==> src/sv/spqt_pkg.sv <==
// Package for the shared pool quota table: sizes, payload structs, status codes
// and the command and status structs between controller and datapath.
// No dependencies.
package spqt_pkg;

  localparam int CLIENTS   = 64;
  localparam int FRAC_BITS = 8;
  localparam int CLIENT_W  = $clog2(CLIENTS);
  localparam int IDX_W     = 6;
  localparam int AMT_W     = 32;
  localparam int BAL_W     = 40;
  localparam int CFG_IDX_W = 3;

  localparam logic [AMT_W-1:0] FRAC_MASK = AMT_W'((64'd1 << FRAC_BITS) - 64'd1);
  localparam logic [BAL_W-1:0] BAL_MAX   = {BAL_W{1'b1}};

  localparam logic [1:0] FUNC_ALLOC = 2'd0;
  localparam logic [1:0] FUNC_FREE  = 2'd1;
  localparam logic [1:0] FUNC_XFER  = 2'd2;

  localparam logic [CFG_IDX_W-1:0] CFG_POOL_EN    = 3'd0;
  localparam logic [CFG_IDX_W-1:0] CFG_POOL_LIMIT = 3'd1;
  localparam logic [CFG_IDX_W-1:0] CFG_CAP_EN     = 3'd2;
  localparam logic [CFG_IDX_W-1:0] CFG_CAP        = 3'd3;
  localparam logic [CFG_IDX_W-1:0] CFG_WHOLE      = 3'd4;

  typedef enum logic [2:0] {
    ST_OK       = 3'd0,
    ST_NONPOS   = 3'd1,
    ST_AFRAC    = 3'd2,
    ST_POOL     = 3'd3,
    ST_CAP      = 3'd4,
    ST_NEGFREE  = 3'd5,
    ST_FFRAC    = 3'd6,
    ST_OVERFREE = 3'd7
  } status_t;

  typedef struct packed {
    logic [1:0]              func;
    logic [IDX_W-1:0]        client;
    logic [IDX_W-1:0]        beneficiary;
    logic signed [AMT_W-1:0] amount;
  } in_item_t;

  typedef struct packed {
    logic [2:0]       status;
    logic [BAL_W-1:0] client_balance;
    logic [BAL_W-1:0] beneficiary_balance;
    logic [BAL_W-1:0] pool_total;
  } out_item_t;

  typedef enum logic [2:0] {
    OP_HOLD,
    OP_LOAD,
    OP_ALLOC_C,
    OP_FREE_C,
    OP_ALLOC_B
  } dp_op_t;

  typedef struct packed {
    logic   accept;
    dp_op_t op;
    logic   wr_b;
    logic   wr_c;
    logic   out_load;
  } dp_cmd_t;

  typedef struct packed {
    logic [1:0] func;
    logic       fail;
  } dp_stat_t;

  function automatic logic [CLIENT_W-1:0] client_index(input logic [IDX_W-1:0] c);
    return CLIENT_W'(32'(c) % CLIENTS);
  endfunction

  function automatic logic [BAL_W-1:0] sat_add(input logic [BAL_W-1:0] a,
                                               input logic [BAL_W-1:0] b);
    logic [BAL_W:0] s;
    s = {1'b0, a} + {1'b0, b};
    return s[BAL_W] ? BAL_MAX : s[BAL_W-1:0];
  endfunction

  function automatic logic [BAL_W-1:0] sat_sub(input logic [BAL_W-1:0] a,
                                               input logic [BAL_W-1:0] b);
    return (a < b) ? '0 : a - b;
  endfunction

endpackage

==> src/sv/spqt_ctrl.sv <==
// Controller of the shared pool quota table: sequences accept, free, allocate,
// write back and result transfer. Depends on spqt_pkg.
module spqt_ctrl
  import spqt_pkg::*;
(
  input  logic     clk,
  input  logic     rst_n,
  input  logic     in_valid,
  output logic     in_stall,
  output logic     out_valid,
  input  logic     out_stall,
  input  dp_stat_t stat,
  output dp_cmd_t  cmd
);

  typedef enum logic [2:0] {
    S_IDLE,
    S_OP1,
    S_OP2,
    S_WRB,
    S_WRC
  } state_t;

  state_t state_r, state_nxt;
  logic   in_stall_r, in_stall_nxt;
  logic   out_valid_r, out_valid_nxt;

  always_comb begin
    state_nxt     = state_r;
    cmd           = '{accept: 1'b0, op: OP_HOLD, wr_b: 1'b0, wr_c: 1'b0, out_load: 1'b0};
    out_valid_nxt = out_valid_r && out_stall;
    case (state_r)
      S_IDLE: begin
        if (in_valid && !in_stall_r) begin
          cmd.accept = 1'b1;
          state_nxt  = S_OP1;
        end
      end
      S_OP1: begin
        case (stat.func)
          FUNC_ALLOC: cmd.op = OP_ALLOC_C;
          FUNC_FREE:  cmd.op = OP_FREE_C;
          FUNC_XFER:  cmd.op = OP_FREE_C;
          default:    cmd.op = OP_LOAD;
        endcase
        state_nxt = (stat.func == FUNC_XFER) ? S_OP2 : S_WRC;
      end
      S_OP2: begin
        if (stat.fail) begin
          state_nxt = S_WRC;
        end else begin
          cmd.op    = OP_ALLOC_B;
          state_nxt = S_WRB;
        end
      end
      S_WRB: begin
        cmd.wr_b  = 1'b1;
        state_nxt = S_WRC;
      end
      S_WRC: begin
        if (!out_valid_r || !out_stall) begin
          cmd.wr_c      = 1'b1;
          cmd.out_load  = 1'b1;
          out_valid_nxt = 1'b1;
          state_nxt     = S_IDLE;
        end
      end
      default: state_nxt = S_IDLE;
    endcase
    in_stall_nxt = (state_nxt != S_IDLE);
  end

  always_ff @(posedge clk) begin
    if (!rst_n) begin
      state_r     <= S_IDLE;
      in_stall_r  <= 1'b1;
      out_valid_r <= 1'b0;
    end else begin
      state_r     <= state_nxt;
      in_stall_r  <= in_stall_nxt;
      out_valid_r <= out_valid_nxt;
    end
  end

  assign in_stall  = in_stall_r;
  assign out_valid = out_valid_r;

endmodule

==> config.mk <==
export PLATFORM = sky130hd
export DESIGN_NAME = spqt_ctrl
export DESIGN_NICKNAME = d
export VERILOG_FILES = /design/src/sv/spqt_pkg.sv /design/src/sv/spqt_ctrl.sv
export SDC_FILE = /design/constraint.sdc
export NUM_CORES = 1
export LEC_CHECK = 0
export ABC_AREA = 1
export BUFFER_PORTS_ARGS = -buffer_cell sky130_fd_sc_hd__buf_2
export CORE_AREA = 2 2 39 41
export CTS_BUF_LIST = sky130_fd_sc_hd__clkbuf_4
export DETAILED_ROUTE_END_ITERATION = 10
export DIE_AREA = 0 0 41 43
export PLACE_DENSITY = 0.59
export RECOVER_POWER = 100
export SYNTH_ARGS = -nofsm -noshare
export SYNTH_HDL_FRONTEND = slang
export SYNTH_SLANG_ARGS = --single-unit
==> constraint.sdc <==
create_clock -name clk -period 0.81 [get_ports clk]
set_input_delay 0.081 -clock clk [delete_from_list [all_inputs] [get_ports clk]]
set_output_delay 0.081 -clock clk [all_outputs]
set_load 0.05 [all_outputs]
Word level (Yosys, flattened, before mapping)
Cells that the tools add are included.
{"block": "totals", "register_bits": 5, "latchBits": 0, "mem_bits_rw": 0, "romBits": 0, "input_bits": 7, "memories": 0}
{"block": "op_classes", "n_addsub": 0, "n_mul": 0, "n_div": 0, "order_cmp": 0, "eq_ne": 6, "n_shift": 0, "n_mux": 15, "bitwise": 0, "reduce_logical": 10}
{"operator": "2-to-1 mux 3 bit", "count": 5}
{"operator": "case mux 3 bit (5 select lines)", "count": 1}
{"operator": "== test 3 x 2 -> 1 bit, second input constant", "count": 2}
{"operator": "case mux 3 bit (2 select lines)", "count": 1}
{"operator": "2-to-1 mux 1 bit", "count": 5}
{"operator": "2-to-1 mux 2 bit", "count": 2}
{"operator": "case mux 2 bit (2 select lines)", "count": 1}
{"operator": "== test 3 x 1 -> 1 bit, second input constant", "count": 1}
{"operator": "== test 3 bit, second input constant", "count": 1}
{"operator": "logical NOT 1 bit", "count": 3}
{"operator": "logical NOT 3 bit", "count": 1}
{"operator": "nonzero test 3 bit", "count": 1}
{"operator": "== test 2 x 1 -> 1 bit, second input constant", "count": 1}
{"operator": "== test 2 bit, second input constant", "count": 1}
{"operator": "logical AND 1 bit", "count": 2}
{"operator": "logical NOT 2 bit", "count": 1}
{"operator": "OR reduction 2 bit", "count": 1}
{"operator": "logical OR 1 bit", "count": 1}

Depth between registers and ports, before layout
{"block": "depth", "word_depth": 5, "ltp_mapped": 6, "depth_no_buf": 6}

Worst setup path after synthesis
Ideal clock, no wire load.
{"block": "synth_timing", "path_kind": "register to output", "from": "register out_valid_r (netlist: out_valid)", "to": "output port cmd[1] (netlist bit)", "arrival_ps": 1676, "path_slack_ps": -947, "path_stages_with_launch": 5, "path_buffers": 1, "path_cell_list": "dfxtp_1 -> nand2_1 -> inv_1 -> nor2_1 -> buf_4"}
{"item": "start, declared", "line": "spqt_ctrl.sv:26", "rtl": "logic out_valid_r, out_valid_nxt;"}
{"item": "start signal, assigned", "line": "spqt_ctrl.sv:81", "rtl": "out_valid_r <= out_valid_nxt;"}
{"item": "end, declared", "line": "spqt_ctrl.sv:13", "rtl": "output dp_cmd_t cmd"}

==> summary.txt <==
Clocking
  – Clock tree from TritonCTS: yes
  – Clock root buffer: sky130_fd_sc_hd__clkbuf_4
  – Num Clock Sinks: 5
  – Clock input transition at the sequential cells of the worst setup and hold paths: 40 ps
  – CTS buffer count: 3
  – Clock insertion delay at the later pin of the skew report: approximately 240 ps
  – Htree depth: 1
  – Buffer levels on the longest clock path: 2

STA
  – Endpoints failing hold: 0
  – Final cycle utilization of the critical path: 147%
  – Minimum period implied by the final worst setup slack: 1190 ps
  – Number of setup violations in the final report: 12
  – Pin slew with the least headroom to its limit: 195 ps
  – Worst max-slew margin expressed relative to the limit: 86.9%
  – Maximum clock frequency: 837 MHz
  – Worst Clk Skew: 1.18 ps
  – Final-report max-slew violation count: 0
  – RSZ-0062 raised after global routing: yes
  – Worst Slack Setup Final: -384 ps
  – Worst hold slack across all endpoints: 120 ps

Die
  – Die Footprint: 1760 um2
  – Chip Width: 41 um
  – Die Height: around 43 um
  – # rows: 14
  – Io pins: 16
  – Starting density of the core: 22.0%
  – Core region area: 1380 um2

Critical path
  – Critical-path cell with the highest stage delay: sky130_fd_sc_hd__dfxtp_4
  – CP bufs+invs: 2
  – Worst Path Required: 730 ps
  – Critical Path End Type: output port
  – Startpoint Class: flip-flop
  – Maximum net fanout on the critical path: 5
  – Internal reg-to-reg setup slack: -190 ps
  – Dominant delay contributor by cell family on the critical path: flip-flops
  – Worst path max stage delay: 360 ps
  – Critical path arrival: roughly 1100 ps
  – Setup Crit Path Kind: reg -> out
  – Worst path cell trace: nor2_4 > nand3_2 > clkinvlp_4 > buf_6

GRT
  – Overall overflow remaining after global route: 0
  – Via count of the first global-routing pass: 324
  – GRT Overall Usage: 11.0%
  – Wire length of the first global-routing pass: 1280 um
  – Largest net degree at the start of global routing: 6
  – Initial antenna violation count: 0

Place
  – Last weighted congestion value of the routability-driven placer: 0.696
  – Half-perimeter wire length after detailed placement: 596 um
  – IO Port Bufs: 15
  – Cell area after placement: 488 um2

Pwr
  – Peak supply drop: 0.684 mV
  – Seq pwr share: 32.8%
  – Combinational power share: 28.4%
  – Sw frac: just over 30%
  – Clk pwr share: 38.8%
  – Switching power of the nets: 257 uW
  – Cell Pwr Density: between 1000 and 1500 nW/um2
  – LEAKAGE: 0.000293 uW
  – Internal portion of total power: 567 uW

Finish
  – Sequential Area: 116 um2
  – Ant diodes: 0
  – Area occupied by multi-input gates: 246 um2
  – Filler instances: ~140
  – Final layout net count: 79
  – Final design utilization: 48.1%
  – Proportion of layout cells with a drive suffix above 1: 77.5%
  – P&R area growth vs syn: 119%
  – Final cell area excluding filler cells: 666 um2

Yosys
  – Distinct cell type count after synthesis: 14
  – Area of the mapped netlist: 304 um2
  – Post-Syn Area per Cell: 6.61 um2
  – Post-synthesis sequential area ratio: between 30% and 40%
  – Number of cells produced by synthesis: between 40 and 50
  – Number of warnings printed during yosys synthesis: 0
  – Syn Nets: between 50 and 60
  – Yosys reg bits: 5

Job
  – Maximum Capacitance Violations: 0

Detailed routing
  – DRT Pass-1 Iters: 4
  – Detailed-route wire length per cell: 8.85 um
  – Average via count per standard cell: 4.20
  – Count of vias placed by the detailed router: 365
  – DRT iter0 DRCs: 5
  – Number of remaining DRC errors: 0
  – Remaining antenna violation count after routing: 0
  – Total Wirelength: roughly 770 um

Run status
  – Failing checks: negative setup slack
  – Run status: finished with violations

Min path
  – Tightest Hold Check Type: in -> reg
-- what timing repair did --
action,4_1_cts,5_1_grt
setup endpoints to repair,14,14
pin swaps,0,4
hold buffers,0,0
cloned,0,0
gates resized for setup,25,12
setup buffers,2,1
-- flip-flops by register name (all words and copies together) (netlist names) --
| name | flops |
|---|---|
| state_r | 3 |
| out_valid | 1 |
| in_stall | 1 |
-- cell usage in the layout (no fill, tap or decap) --
master                       count
sky130_fd_sc_hd__nor2_4          5
sky130_fd_sc_hd__inv_4           2
sky130_fd_sc_hd__buf_2           6
sky130_fd_sc_hd__buf_4           5
sky130_fd_sc_hd__nor2_2          2
sky130_fd_sc_hd__nor2_1          5
sky130_fd_sc_hd__a21oi_4         1
sky130_fd_sc_hd__buf_6           8
sky130_fd_sc_hd__dfxtp_4         4
sky130_fd_sc_hd__clkbuf_4        4
sky130_fd_sc_hd__buf_8           3
sky130_fd_sc_hd__nand2_1         3
sky130_fd_sc_hd__a21oi_2         2
sky130_fd_sc_hd__dfxtp_2         1
sky130_fd_sc_hd__inv_1           6
sky130_fd_sc_hd__a21oi_1         1
sky130_fd_sc_hd__nand2_2         3
sky130_fd_sc_hd__nor3_4          1
sky130_fd_sc_hd__nand3_4         1
sky130_fd_sc_hd__o21ai_1         1
sky130_fd_sc_hd__o21bai_2        1
sky130_fd_sc_hd__nand3_2         4
sky130_fd_sc_hd__clkinvlp_4      2
-- worst min-delay path, cell delays in order --
cell and delay (ps):
sky130_fd_sc_hd__buf_2 110, sky130_fd_sc_hd__nand3_2 60, sky130_fd_sc_hd__nor2_1 30, sky130_fd_sc_hd__nand2_1 50
-- cells in the mapped netlist --
cell type                  number  area [um2]
sky130_fd_sc_hd__inv_1          9        33.8
sky130_fd_sc_hd__nor2_2         3        18.8
sky130_fd_sc_hd__nand3_2        3        30.0
sky130_fd_sc_hd__inv_2          1        3.75
sky130_fd_sc_hd__o21bai_2       1        11.3
sky130_fd_sc_hd__nand2_2        1        6.26
sky130_fd_sc_hd__a21oi_1        4        20.0
sky130_fd_sc_hd__nor2_1         9        33.8
sky130_fd_sc_hd__nand2_1        5        18.8
sky130_fd_sc_hd__dfxtp_1        5         100
sky130_fd_sc_hd__nand3_1        2        10.0
sky130_fd_sc_hd__nor3_1         1        5.00
sky130_fd_sc_hd__buf_4          1        7.51
sky130_fd_sc_hd__o21ai_1        1        5.00
-- final timing paths --
kind	start	endpoint	cells past startpoint
worst max-delay path	state_r[0]	cmd[6]	4
worst min-delay path	rst_n	in_stall	4
worst max register to register	state_r[0]	out_valid	5
worst min register to register	out_valid	out_valid	3
-- layer usage --
layer | vias up | track usage (%) | wire, um
met3 | 0 | 4.71 | 38
met2 | 10 | 14.4 | 413
li1 | 189 | - | -
met5 | - | 0 | 0
met1 | 166 | 13.8 | 318
met4 | 0 | 8.00 | 0
-- cell families (layout without fill, tap and decap cells) --
logic type      after synthesis  after routing  share of synthesized area [%]
compound gates                6              6                           11.9
simple gates                 24             24                           40.3
buf+inv                      11             36                           14.8
flops                         5              5                           32.9
-- stage by stage --
stage               instances  setup slack, ps  power [uW]  TNS [ps]
global placement           80             -244         457     -1900
finish                     87             -384         823     -3190
floorplan                  46             -310         410     -1580
global route               87             -436         877     -3950
CTS                        86             -389         823     -3300
detailed placement         80             -290         459     -2170
-- power by group through the flow --
stage	clock [uW]	combinational [uW]	sequential, uW
CTS	324	224	274
detailed placement	0	186	274
floorplan	0	112	297
global placement	0	183	274
global route	357	248	272
finish	319	233	270
-- area by class of cell --
class	instances	share of cell area (%)
Clock buffer	4	4.51
Timing Repair Buffer	22	30.5
Sequential cell	5	17.5
Tap cell	16	3.01
Multi-Input combinational cell	30	37.0
Inverter	10	7.52
(Power assumes the default switching activity.)
