$ cat src/sv/spqt_pkg.sv
// Package for the shared pool quota table: sizes, payload structs, status codes
// and the command and status structs between controller and datapath.
// No dependencies.
package spqt_pkg;

  localparam int CLIENTS   = 64;
  localparam int FRAC_BITS = 8;
  localparam int CLIENT_W  = $clog2(CLIENTS);
  localparam int IDX_W     = 6;
  localparam int AMT_W     = 32;
  localparam int BAL_W     = 40;
  localparam int CFG_IDX_W = 3;

  localparam logic [AMT_W-1:0] FRAC_MASK = AMT_W'((64'd1 << FRAC_BITS) - 64'd1);
  localparam logic [BAL_W-1:0] BAL_MAX   = {BAL_W{1'b1}};

  localparam logic [1:0] FUNC_ALLOC = 2'd0;
  localparam logic [1:0] FUNC_FREE  = 2'd1;
  localparam logic [1:0] FUNC_XFER  = 2'd2;

  localparam logic [CFG_IDX_W-1:0] CFG_POOL_EN    = 3'd0;
  localparam logic [CFG_IDX_W-1:0] CFG_POOL_LIMIT = 3'd1;
  localparam logic [CFG_IDX_W-1:0] CFG_CAP_EN     = 3'd2;
  localparam logic [CFG_IDX_W-1:0] CFG_CAP        = 3'd3;
  localparam logic [CFG_IDX_W-1:0] CFG_WHOLE      = 3'd4;

  typedef enum logic [2:0] {
    ST_OK       = 3'd0,
    ST_NONPOS   = 3'd1,
    ST_AFRAC    = 3'd2,
    ST_POOL     = 3'd3,
    ST_CAP      = 3'd4,
    ST_NEGFREE  = 3'd5,
    ST_FFRAC    = 3'd6,
    ST_OVERFREE = 3'd7
  } status_t;

  typedef struct packed {
    logic [1:0]              func;
    logic [IDX_W-1:0]        client;
    logic [IDX_W-1:0]        beneficiary;
    logic signed [AMT_W-1:0] amount;
  } in_item_t;

  typedef struct packed {
    logic [2:0]       status;
    logic [BAL_W-1:0] client_balance;
    logic [BAL_W-1:0] beneficiary_balance;
    logic [BAL_W-1:0] pool_total;
  } out_item_t;

  typedef enum logic [2:0] {
    OP_HOLD,
    OP_LOAD,
    OP_ALLOC_C,
    OP_FREE_C,
    OP_ALLOC_B
  } dp_op_t;

  typedef struct packed {
    logic   accept;
    dp_op_t op;
    logic   wr_b;
    logic   wr_c;
    logic   out_load;
  } dp_cmd_t;

  typedef struct packed {
    logic [1:0] func;
    logic       fail;
  } dp_stat_t;

  function automatic logic [CLIENT_W-1:0] client_index(input logic [IDX_W-1:0] c);
    return CLIENT_W'(32'(c) % CLIENTS);
  endfunction

  function automatic logic [BAL_W-1:0] sat_add(input logic [BAL_W-1:0] a,
                                               input logic [BAL_W-1:0] b);
    logic [BAL_W:0] s;
    s = {1'b0, a} + {1'b0, b};
    return s[BAL_W] ? BAL_MAX : s[BAL_W-1:0];
  endfunction

  function automatic logic [BAL_W-1:0] sat_sub(input logic [BAL_W-1:0] a,
                                               input logic [BAL_W-1:0] b);
    return (a < b) ? '0 : a - b;
  endfunction

endpackage

$ cat src/sv/spqt_dp.sv
// Datapath of the shared pool quota table: balance memory, configuration
// registers, free and allocate arithmetic and the result register. Depends on spqt_pkg.
module spqt_dp
  import spqt_pkg::*;
(
  input  logic                 clk,
  input  logic                 rst_n,
  input  in_item_t             in_data,
  input  logic                 cfg_valid,
  input  logic                 cfg_ready,
  input  logic [CFG_IDX_W-1:0] cfg_index,
  input  logic [BAL_W-1:0]     cfg_wdata,
  input  dp_cmd_t              cmd,
  output dp_stat_t             stat,
  output out_item_t            out_data
);

  logic [BAL_W-1:0] mem [CLIENTS];
  logic [BAL_W-1:0] mem_c_q, mem_b_q;
  logic             vld_c_q, vld_b_q;
  logic [CLIENTS-1:0] vld_r;

  logic             pool_en_r, cap_en_r, whole_r;
  logic [BAL_W-1:0] pool_limit_r, cap_r;

  logic [1:0]          func_r;
  logic [CLIENT_W-1:0] cidx_r, bidx_r;
  logic                same_r;
  logic [AMT_W-1:0]    amt_r;

  logic [BAL_W-1:0] bal_c_r, bal_c_nxt, bal_b_r, bal_b_nxt;
  logic [BAL_W-1:0] total_r, total_nxt, freed_r, freed_nxt;
  status_t          status_r, status_nxt;
  out_item_t        out_r;

  logic [CLIENT_W-1:0] in_cidx, in_bidx;
  logic             first, amt_neg, amt_zero, frac;
  logic [BAL_W-1:0] rd_c, rd_b, bc, bb, bx, u;
  logic [BAL_W:0]   pool_sum, bal_sum;
  status_t          alloc_st, free_st;
  logic [BAL_W-1:0] alloc_bal, alloc_tot, free_u, free_bal, free_tot, rest_c, rest_tot;

  assign in_cidx = client_index(in_data.client);
  assign in_bidx = client_index(in_data.beneficiary);

  always_comb begin
    first    = (cmd.op == OP_LOAD) || (cmd.op == OP_ALLOC_C) || (cmd.op == OP_FREE_C);
    rd_c     = vld_c_q ? mem_c_q : '0;
    rd_b     = vld_b_q ? mem_b_q : '0;
    bc       = first ? rd_c : bal_c_r;
    bb       = first ? rd_b : bal_b_r;
    bx       = (cmd.op == OP_ALLOC_B) ? bal_b_r : bc;
    amt_neg  = amt_r[AMT_W-1];
    amt_zero = (amt_r == '0);
    frac     = whole_r && ((amt_r & FRAC_MASK) != '0);
    u        = BAL_W'(amt_r[AMT_W-2:0]);

    pool_sum = {1'b0, u} + {1'b0, total_r};
    bal_sum  = {1'b0, u} + {1'b0, bx};
    if (amt_neg || amt_zero) begin
      alloc_st = ST_NONPOS;
    end else if (frac) begin
      alloc_st = ST_AFRAC;
    end else if (pool_en_r && (pool_sum > {1'b0, pool_limit_r})) begin
      alloc_st = ST_POOL;
    end else if (cap_en_r && (bal_sum > {1'b0, cap_r})) begin
      alloc_st = ST_CAP;
    end else begin
      alloc_st = ST_OK;
    end
    alloc_bal = bal_sum[BAL_W] ? BAL_MAX : bal_sum[BAL_W-1:0];
    alloc_tot = pool_sum[BAL_W] ? BAL_MAX : pool_sum[BAL_W-1:0];

    if (amt_neg) begin
      free_st = ST_NEGFREE;
    end else if (frac) begin
      free_st = ST_FFRAC;
    end else if ((bx == '0) || (bx < u)) begin
      free_st = ST_OVERFREE;
    end else begin
      free_st = ST_OK;
    end
    free_u   = amt_zero ? bx : u;
    free_bal = amt_zero ? '0 : bx - u;
    free_tot = amt_zero ? sat_sub(total_r, bx) : sat_sub(total_r, u);

    rest_c   = sat_add(bal_c_r, freed_r);
    rest_tot = sat_add(total_r, freed_r);

    bal_c_nxt  = bal_c_r;
    bal_b_nxt  = bal_b_r;
    total_nxt  = total_r;
    freed_nxt  = freed_r;
    status_nxt = status_r;
    case (cmd.op)
      OP_LOAD: begin
        bal_c_nxt  = bc;
        bal_b_nxt  = bb;
        status_nxt = ST_OK;
      end
      OP_ALLOC_C: begin
        status_nxt = alloc_st;
        bal_c_nxt  = bc;
        bal_b_nxt  = bb;
        if (alloc_st == ST_OK) begin
          bal_c_nxt = alloc_bal;
          bal_b_nxt = same_r ? alloc_bal : bb;
          total_nxt = alloc_tot;
        end
      end
      OP_FREE_C: begin
        status_nxt = free_st;
        freed_nxt  = free_u;
        bal_c_nxt  = bc;
        bal_b_nxt  = bb;
        if (free_st == ST_OK) begin
          bal_c_nxt = free_bal;
          bal_b_nxt = same_r ? free_bal : bb;
          total_nxt = free_tot;
        end
      end
      OP_ALLOC_B: begin
        status_nxt = alloc_st;
        if (alloc_st == ST_OK) begin
          bal_b_nxt = alloc_bal;
          bal_c_nxt = same_r ? alloc_bal : bal_c_r;
          total_nxt = alloc_tot;
        end else begin
          bal_c_nxt = rest_c;
          bal_b_nxt = same_r ? rest_c : bal_b_r;
          total_nxt = rest_tot;
        end
      end
      default: ;
    endcase
  end

  always_ff @(posedge clk) begin
    if (cmd.accept) begin
      mem_c_q <= mem[in_cidx];
      mem_b_q <= mem[in_bidx];
    end
    if (cmd.wr_b) begin
      mem[bidx_r] <= bal_b_r;
    end else if (cmd.wr_c) begin
      mem[cidx_r] <= bal_c_r;
    end
  end

  always_ff @(posedge clk) begin
    if (!rst_n) begin
      vld_r        <= '0;
      vld_c_q      <= 1'b0;
      vld_b_q      <= 1'b0;
      total_r      <= '0;
      pool_en_r    <= 1'b0;
      pool_limit_r <= '0;
      cap_en_r     <= 1'b0;
      cap_r        <= '0;
      whole_r      <= 1'b0;
    end else begin
      if (cmd.accept) begin
        vld_c_q <= vld_r[in_cidx];
        vld_b_q <= vld_r[in_bidx];
      end
      if (cmd.wr_b) begin
        vld_r[bidx_r] <= 1'b1;
      end else if (cmd.wr_c) begin
        vld_r[cidx_r] <= 1'b1;
      end
      total_r <= total_nxt;
      if (cfg_valid && cfg_ready) begin
        case (cfg_index)
          CFG_POOL_EN:    pool_en_r    <= cfg_wdata[0];
          CFG_POOL_LIMIT: pool_limit_r <= cfg_wdata;
          CFG_CAP_EN:     cap_en_r     <= cfg_wdata[0];
          CFG_CAP:        cap_r        <= cfg_wdata;
          CFG_WHOLE:      whole_r      <= cfg_wdata[0];
          default: ;
        endcase
      end
    end
  end

  always_ff @(posedge clk) begin
    if (cmd.accept) begin
      func_r <= in_data.func;
      cidx_r <= in_cidx;
      bidx_r <= in_bidx;
      same_r <= (in_cidx == in_bidx);
      amt_r  <= in_data.amount;
    end
    bal_c_r  <= bal_c_nxt;
    bal_b_r  <= bal_b_nxt;
    freed_r  <= freed_nxt;
    status_r <= status_nxt;
    if (cmd.out_load) begin
      out_r.status              <= status_r;
      out_r.client_balance      <= bal_c_r;
      out_r.beneficiary_balance <= bal_b_r;
      out_r.pool_total          <= total_r;
    end
  end

  assign stat.func = func_r;
  assign stat.fail = (status_r != ST_OK);
  assign out_data  = out_r;

endmodule

$ cat config.mk
export PLATFORM = sky130hd
export DESIGN_NAME = spqt_dp
export DESIGN_NICKNAME = d
export VERILOG_FILES = /design/src/sv/spqt_pkg.sv /design/src/sv/spqt_dp.sv
export SDC_FILE = /design/constraint.sdc
export NUM_CORES = 2
export LEC_CHECK = 0
export BUFFER_PORTS_ARGS = -buffer_cell sky130_fd_sc_hd__clkbuf_2
export CORE_ASPECT_RATIO = 1.4
export CORE_MARGIN = 5
export CORE_UTILIZATION = 55
export DETAILED_ROUTE_END_ITERATION = 6
export PLACE_DENSITY = 0.71
export SYNTH_ARGS = -nofsm -noshare
export SYNTH_HDL_FRONTEND = slang
export SYNTH_SLANG_ARGS = --single-unit
$ cat constraint.sdc
create_clock -name clk -period 12.05 [get_ports clk]
set_input_delay 0.6025 -clock clk [delete_from_list [all_inputs] [get_ports clk]]
set_output_delay 0.6025 -clock clk [all_outputs]
set_load 0.03 [all_outputs]
[After elaboration in Yosys (flattened, before gate mapping)]
Memory sizes are Yosys's and may differ from the RTL's. A register that Yosys moved wholly into a read port is not among the register bits.
Index checks and enable logic that the tools add are counted.
Widths: inputs -> output; s select.
Storage, ports and cells
  register bits after elaboration: 482
  bits in writable memories: 2560
  input port bits: 100
  output and inout port bits: 126
  logic and storage cells: 144
  memories kept: 1
Cells by class
  add/subtract/negate cells: 7
  order comparisons: 11
  equal/unequal tests: 13
  muxes and demuxes: 56
  bitwise operators: 2
  reductions and logical operators: 31
Memory list
  mem: words 64, bits a word 40, read ports 2, clocked after Yosys merged registers in 2, wr ports 1, line spqt_dp.sv:18  | logic [BAL_W-1:0] mem [CLIENTS];
Operators with widths (count)
  $mux 40: 27
  $pmux 40 s4: 2
  $mux 64: 2
  $or 64x64->64: 2
  $pmux 40 s3: 1
  $add 31x40->41: 2
  $add 40x40->41: 2
  $gt 41x40->1: 2
  $lt 40x31->1: 2
  $sub 40x31->40: 2
  $logic_not 40->1: 1
  $lt 40x40->1: 1
  $reduce_or 40->1: 1
  $sub 40x40->40: 1
  $logic_not 32->1: 1
  $reduce_bool 32->1: 1
  $mux 31: 1
  $lt 6x7->1 const B: 4
  $mux 3: 7
  $reduce_and 2->1: 7
  $bmux 1 s6: 2
  $demux 1 s6: 2
  $eq 3x2->1 const B: 4
  $ge 6x1->1 const B: 2
  other kinds (17): 41

[Longest topological paths before layout]
  word-level depth: 15
  depth in mapped cells: 37

[Worst setup path after synthesis]
Ideal clock, no wire load.
  path type: input-to-reg
  start point: in cmd[5] in the netlist's numbering
  end point: reg bal_b_r[0], enable pin
  arrival time: 7840 ps
  data required time: 11646 ps
  path slack: 3807 ps
  stages: 29
  path buffers: 8
  cells stage by stage: buf_2 -> buf_2 -> clkbuf_1 -> clkbuf_1 -> clkbuf_1 -> clkbuf_1 -> nand3_1 -> o21ai_0 -> inv_1 -> ha_1 -> clkbuf_1 -> nand2b_1 -> a221o_1 -> a31o_2 -> and4_1 -> a21oi_1 -> o2111ai_1 -> a211oi_1 -> xor2_1 -> inv_1 -> ha_1 -> a2111oi_0 -> nand2_1 -> or3_1 -> o211a_1 -> a21o_1 -> nor2_1 -> clkbuf_1 -> o31a_1
Between the ends
  word-level cells in the longest chain between the ends: 15
RTL lines
  start: declaration: line spqt_dp.sv:13  | input dp_cmd_t cmd,
  $eq 3x1->1 / $eq 3x2->1 (equally long branches): line spqt_dp.sv:47, spqt_dp.sv:95
  $logic_or 1x1->1 (2 in series): line spqt_dp.sv:47  | first = (cmd.op == OP_LOAD) || (cmd.op == OP_ALLOC_C) || (cmd.op == OP_FREE_C);
  $mux 40: line spqt_dp.sv:50  | bc = first ? rd_c : bal_c_r;
  $mux 40: line spqt_dp.sv:52  | bx = (cmd.op == OP_ALLOC_B) ? bal_b_r : bc;
  $add 31x40->41: line spqt_dp.sv:59  | bal_sum = {1'b0, u} + {1'b0, bx};
  $gt 41x40->1: line spqt_dp.sv:66  | end else if (cap_en_r && (bal_sum > {1'b0, cap_r})) begin
  $logic_and 1x1->1: line spqt_dp.sv:66
  $mux 3: line spqt_dp.sv:66
  $mux 3: line spqt_dp.sv:64  | end else if (pool_en_r && (pool_sum > {1'b0, pool_limit_r})) begin
  $mux 3: line spqt_dp.sv:62  | end else if (frac) begin
  $mux 3: line spqt_dp.sv:60  | if (amt_neg || amt_zero) begin
  $logic_not 3->1: line spqt_dp.sv:124  | if (alloc_st == ST_OK) begin
  $ne 3x2->1 (no line)
  $reduce_and 2->1 (no line) (*)
  end signal: assignment: line spqt_dp.sv:194  | bal_b_r <= bal_b_nxt;
  end: declaration: line spqt_dp.sv:31  | logic [BAL_W-1:0] bal_c_r, bal_c_nxt, bal_b_r, bal_b_nxt;
Every way passes the cells marked *; elsewhere a longest branch is shown, timed or not.
A chain may end at the register's enable or synchronous reset.

[Worst setup path in the final report]
  start point: reg vld_c_q
  end point: reg bal_b_r[1] (data pin)
Between the ends
  word-level cells in the longest chain between the ends: 13
RTL lines
  start: declaration: line spqt_dp.sv:20  | logic vld_c_q, vld_b_q;
  start signal: assignment: line spqt_dp.sv:163  | vld_c_q <= vld_r[in_cidx];
  $mux 40 (*): line spqt_dp.sv:48  | rd_c = vld_c_q ? mem_c_q : '0;
  $mux 40 (*): line spqt_dp.sv:50
  $mux 40 (*): line spqt_dp.sv:52
  $add 31x40->41: line spqt_dp.sv:59
  $gt 41x40->1: line spqt_dp.sv:66
  $logic_and 1x1->1: line spqt_dp.sv:66
  $mux 3: line spqt_dp.sv:66
  $mux 3: line spqt_dp.sv:64
  $mux 3: line spqt_dp.sv:62
  $mux 3: line spqt_dp.sv:60
  $logic_not 3->1: line spqt_dp.sv:105, spqt_dp.sv:124
  $mux 40 (on tied branches): line spqt_dp.sv:124, spqt_dp.sv:105
  $pmux 40 s4 (*): line spqt_dp.sv:95  | case (cmd.op)
  named net bal_b_nxt[1]: line spqt_dp.sv:31
The timed path passes the listed nets; every way through them passes the cells marked *.

==> flow_summary_export.csv <==
group,metric,value,unit
clock_tree,postCtsResizedCells,0,
timing,timing.final.crit_share,84.79,%
timing,tightest_slew,1593,ps
timing,fin_skew,51.05,ps
synthesis,synth_enable_flop_cells,2933,
synthesis,syn_area_per_cell,16.21,µm²
placed_design,port_buffers,225,
timing,slew_headroom,-6.503,%
route,drt-initial-drc-count,14560,
floorplan,dieWidth,466.1,µm
synthesis,synth_cell_types,105,
floorplan,core,290100,µm²
final_layout,post-route-util,61.34,%
synthesis,async_reset_ff_share,0,%
min_path,hp-start,"cfg_wdata[26]",
final_layout,drive_above_1_share,28.17,%
clock_tree,htree_num_levels,5,
timing,setup_viol,0,
job,cap_violations,3,
floorplan,boundaryPins,226,
route,vias,105800,
power_and_ir_drop,p_leak,58.47,nW
final_layout,final_common_cell,"edfxtp_1",
clock_tree,clk_latency,910,ps
clock_tree,cts_root_buf,"clkbuf_16",
critical_path,path_max_fanout,26,
grt,antenna_found_initial,59,
route,vias_per_cell,7.409,
critical_path,rr_startpoint,"vld_c_q",
grt,grt_pass1_vias,107400,
clock_tree,cts_buffers,313,
synthesis,synth_flop_cell,"edfxtp_1",
route,post_drt_wl_per_cell,43.12,µm
critical_path,cp-end-kind,"flop",
placed_design,pre_cts_ws,1764,ps
final_layout,nNetsFinal,10540,
grt,grt_start_max_net_pins,150,
floorplan,fp-row-count,234,
final_layout,areaGrowthSynthToFinish,11.11,%
route,drtAntennaViolNets,0,
synthesis,ys_seq_area_share,57.34,%
synthesis,yosys_warnings,0,
final_layout,final_cell_mix,"2933 x edfxtp_1, 1690 x mux4_2, 703 x nand2_1",
placed_design,dp_hpwl,396.5,mm
critical_path,arrival,10910,ps
power_and_ir_drop,power.total,28.05,mW
timing,drv_slew,6,
synthesis,synth-seq-cells,3122,
power_and_ir_drop,cellPowerDensity,157.6,nW/µm²
grt,grt_pass1_wl,847.9,mm
route,dr.pass1.iters,6,
min_path,hp-class,"input pin to flop",
timing,rsz0062_at_grt,"false",
synthesis,synth_area,160200,µm²
synthesis,synthTopCellsByArea,"edfxtp_1 55%, mux4_2 24%, ha_1 2.5%",
route,drc_errors,0,
floorplan,dieArea,302300,µm²
clock_tree,path_clk_slew,70,ps
timing,holdWs,56.17,ps
clock_tree,cts_tree,"built",
timing,layout_min_cycle_time,10220,ps
timing,final.setup.tns,0,ps
placed_design,gp_congestion,1.050,
timing,hold_violations,0,
timing,fmax,0.09787,GHz
power_and_ir_drop,ir_drop,0.1599,mV
grt,grt_overflow,0,
grt,track_usage,40.67,%
clock_tree,clockBufferDepth,4,
route,wirelength,615.9,mm
critical_path,startpoint,"vld_c_q",
synthesis,synth_area_leader_cell,"edfxtp_1",
status,violations,"max-capacitance violations, max-slew violations",
clock_tree,post-cts-setup-buffers,0,
critical_path,start_kind,"flop",
critical_path,worstPathRequired,12750,ps
synthesis,yosys.area.top_type_share,54.98,%
floorplan,start_util,55.21,%
status,status,"finished with violations",
timing,worst_slack,1833,ps
clock_tree,cts.sinks,3122,
critical_path,crit_type,"flop to flop",
floorplan,die_h,648.6,µm
synthesis,syn_nets,10320,
synthesis,syn_inst,9883,
final timing paths:
| path | cells past startpoint | end | slack [ps] |
|---|---|---|---|
| worst min register to register | 2 | cap_r[8] | 470 |
| worst max-delay path | 25 | bal_b_r[1] | 1830 |
| worst max register to register | 25 | bal_b_r[1] | 1830 |
| worst min-delay path | 3 | pool_limit_r[26] | 60 |
metrics by stage:
step | instance area [µm²] | cells
floorplan | 160200 | 9883
global placement | 167000 | 13620
detailed placement | 167000 | 13620
CTS | 177800 | 14240
global route | 177900 | 14260
finish | 178000 | 14280
cell type report:
type                    instances  area, µm²
repair buffers                583       4292
flip-flops and latches       3122      91860
diodes                         36      90.09
multi-input cells            5809      65620
clock inverters               178       1827
clock buffers                 385       8386
fillers                     20730     112200
inverters                     275       1033
well taps                    3894       4872
registers in the layout (all words and copies together), names as in the netlist, 32 cells and up:
name / flops
cap_r: 40
bal_b_r: 40
mem_b_q: 40
mem: 2560
vld_r: 64
freed_r: 40
mem_c_q: 40
pool_limit_r: 40
out_data: 123
total_r: 40
amt_r: 32
bal_c_r: 40
per-layer routing:
| metal | wire, µm | GRT usage (%) | share of wire (%) |
|---|---|---|---|
| met1 | 190800 | 46.51 | 31 |
| met2 | 294900 | 65.76 | 48 |
| met3 | 65060 | 9.366 | 11 |
| met4 | 64910 | 33.42 | 11 |
| met5 | 195 | 0 | 0.032 |
cells by family after synthesis:
family / count (synthesis) / synth area share (%)
adders and majority gates: 332 / 2.626
DFF: 3122 / 57.34
buffers and inverters: 952 / 2.310
xor gates and xnor gates: 246 / 1.345
muxes: 1782 / 24.37
AOI/OAI and AO/OA: 1734 / 7.074
and+or+nand+nor: 1715 / 4.932
worst max-delay path: stages, from the launching register on:
cell and delay [ps]:
dfxtp_2 750, buf_4 470, nand2_1 380, o21ai_0 250, o21ai_0 190, inv_1 140
ha_1 360, nor4_1 750, o31ai_1 160, a31oi_1 170, o31ai_1 230, a21oi_1 870
o31ai_1 330, or3_1 390, xor2_1 180, ha_1 300, and4_1 200, nand4_1 130
nand4b_1 210, or4_1 550, o211a_1 250, a21oi_2 600, nand3_1 1040, nor2_1 720
o21ai_0 210, o2111ai_1 150
power breakdown:
group / internal [mW] / switching, mW
combinational: 1.71 / 3.51
sequential: 12.5 / 0.340
clock: 5.64 / 4.37
repair_timing:
action                                  4_1_cts  5_1_grt
hold buffers                                 60        0
endpoints found under the setup margin        0        0
endpoints found under the hold margin        80        0
synthesized netlist by cell type, drive strengths merged, types with 42 or more instances:
cell	n
edfxtp	2933
mux4	1690
nand2	719
clkbuf	482
o21ai	424
a21oi	403
nor2	386
ha	325
inv	272
buf	195
dfxtp	189
xnor2	175
nand3	113
o21a	103
a21boi	100
a31oi	83
nor3	77
xor2	71
o211ai	64
nand2b	60
a211oi	57
a21o	57
mux2i	56
o221ai	56
and3	55
nand4	52
nor2b	50
o31ai	47
o21bai	42
Note: power is estimated with default switching activity, not from simulation.
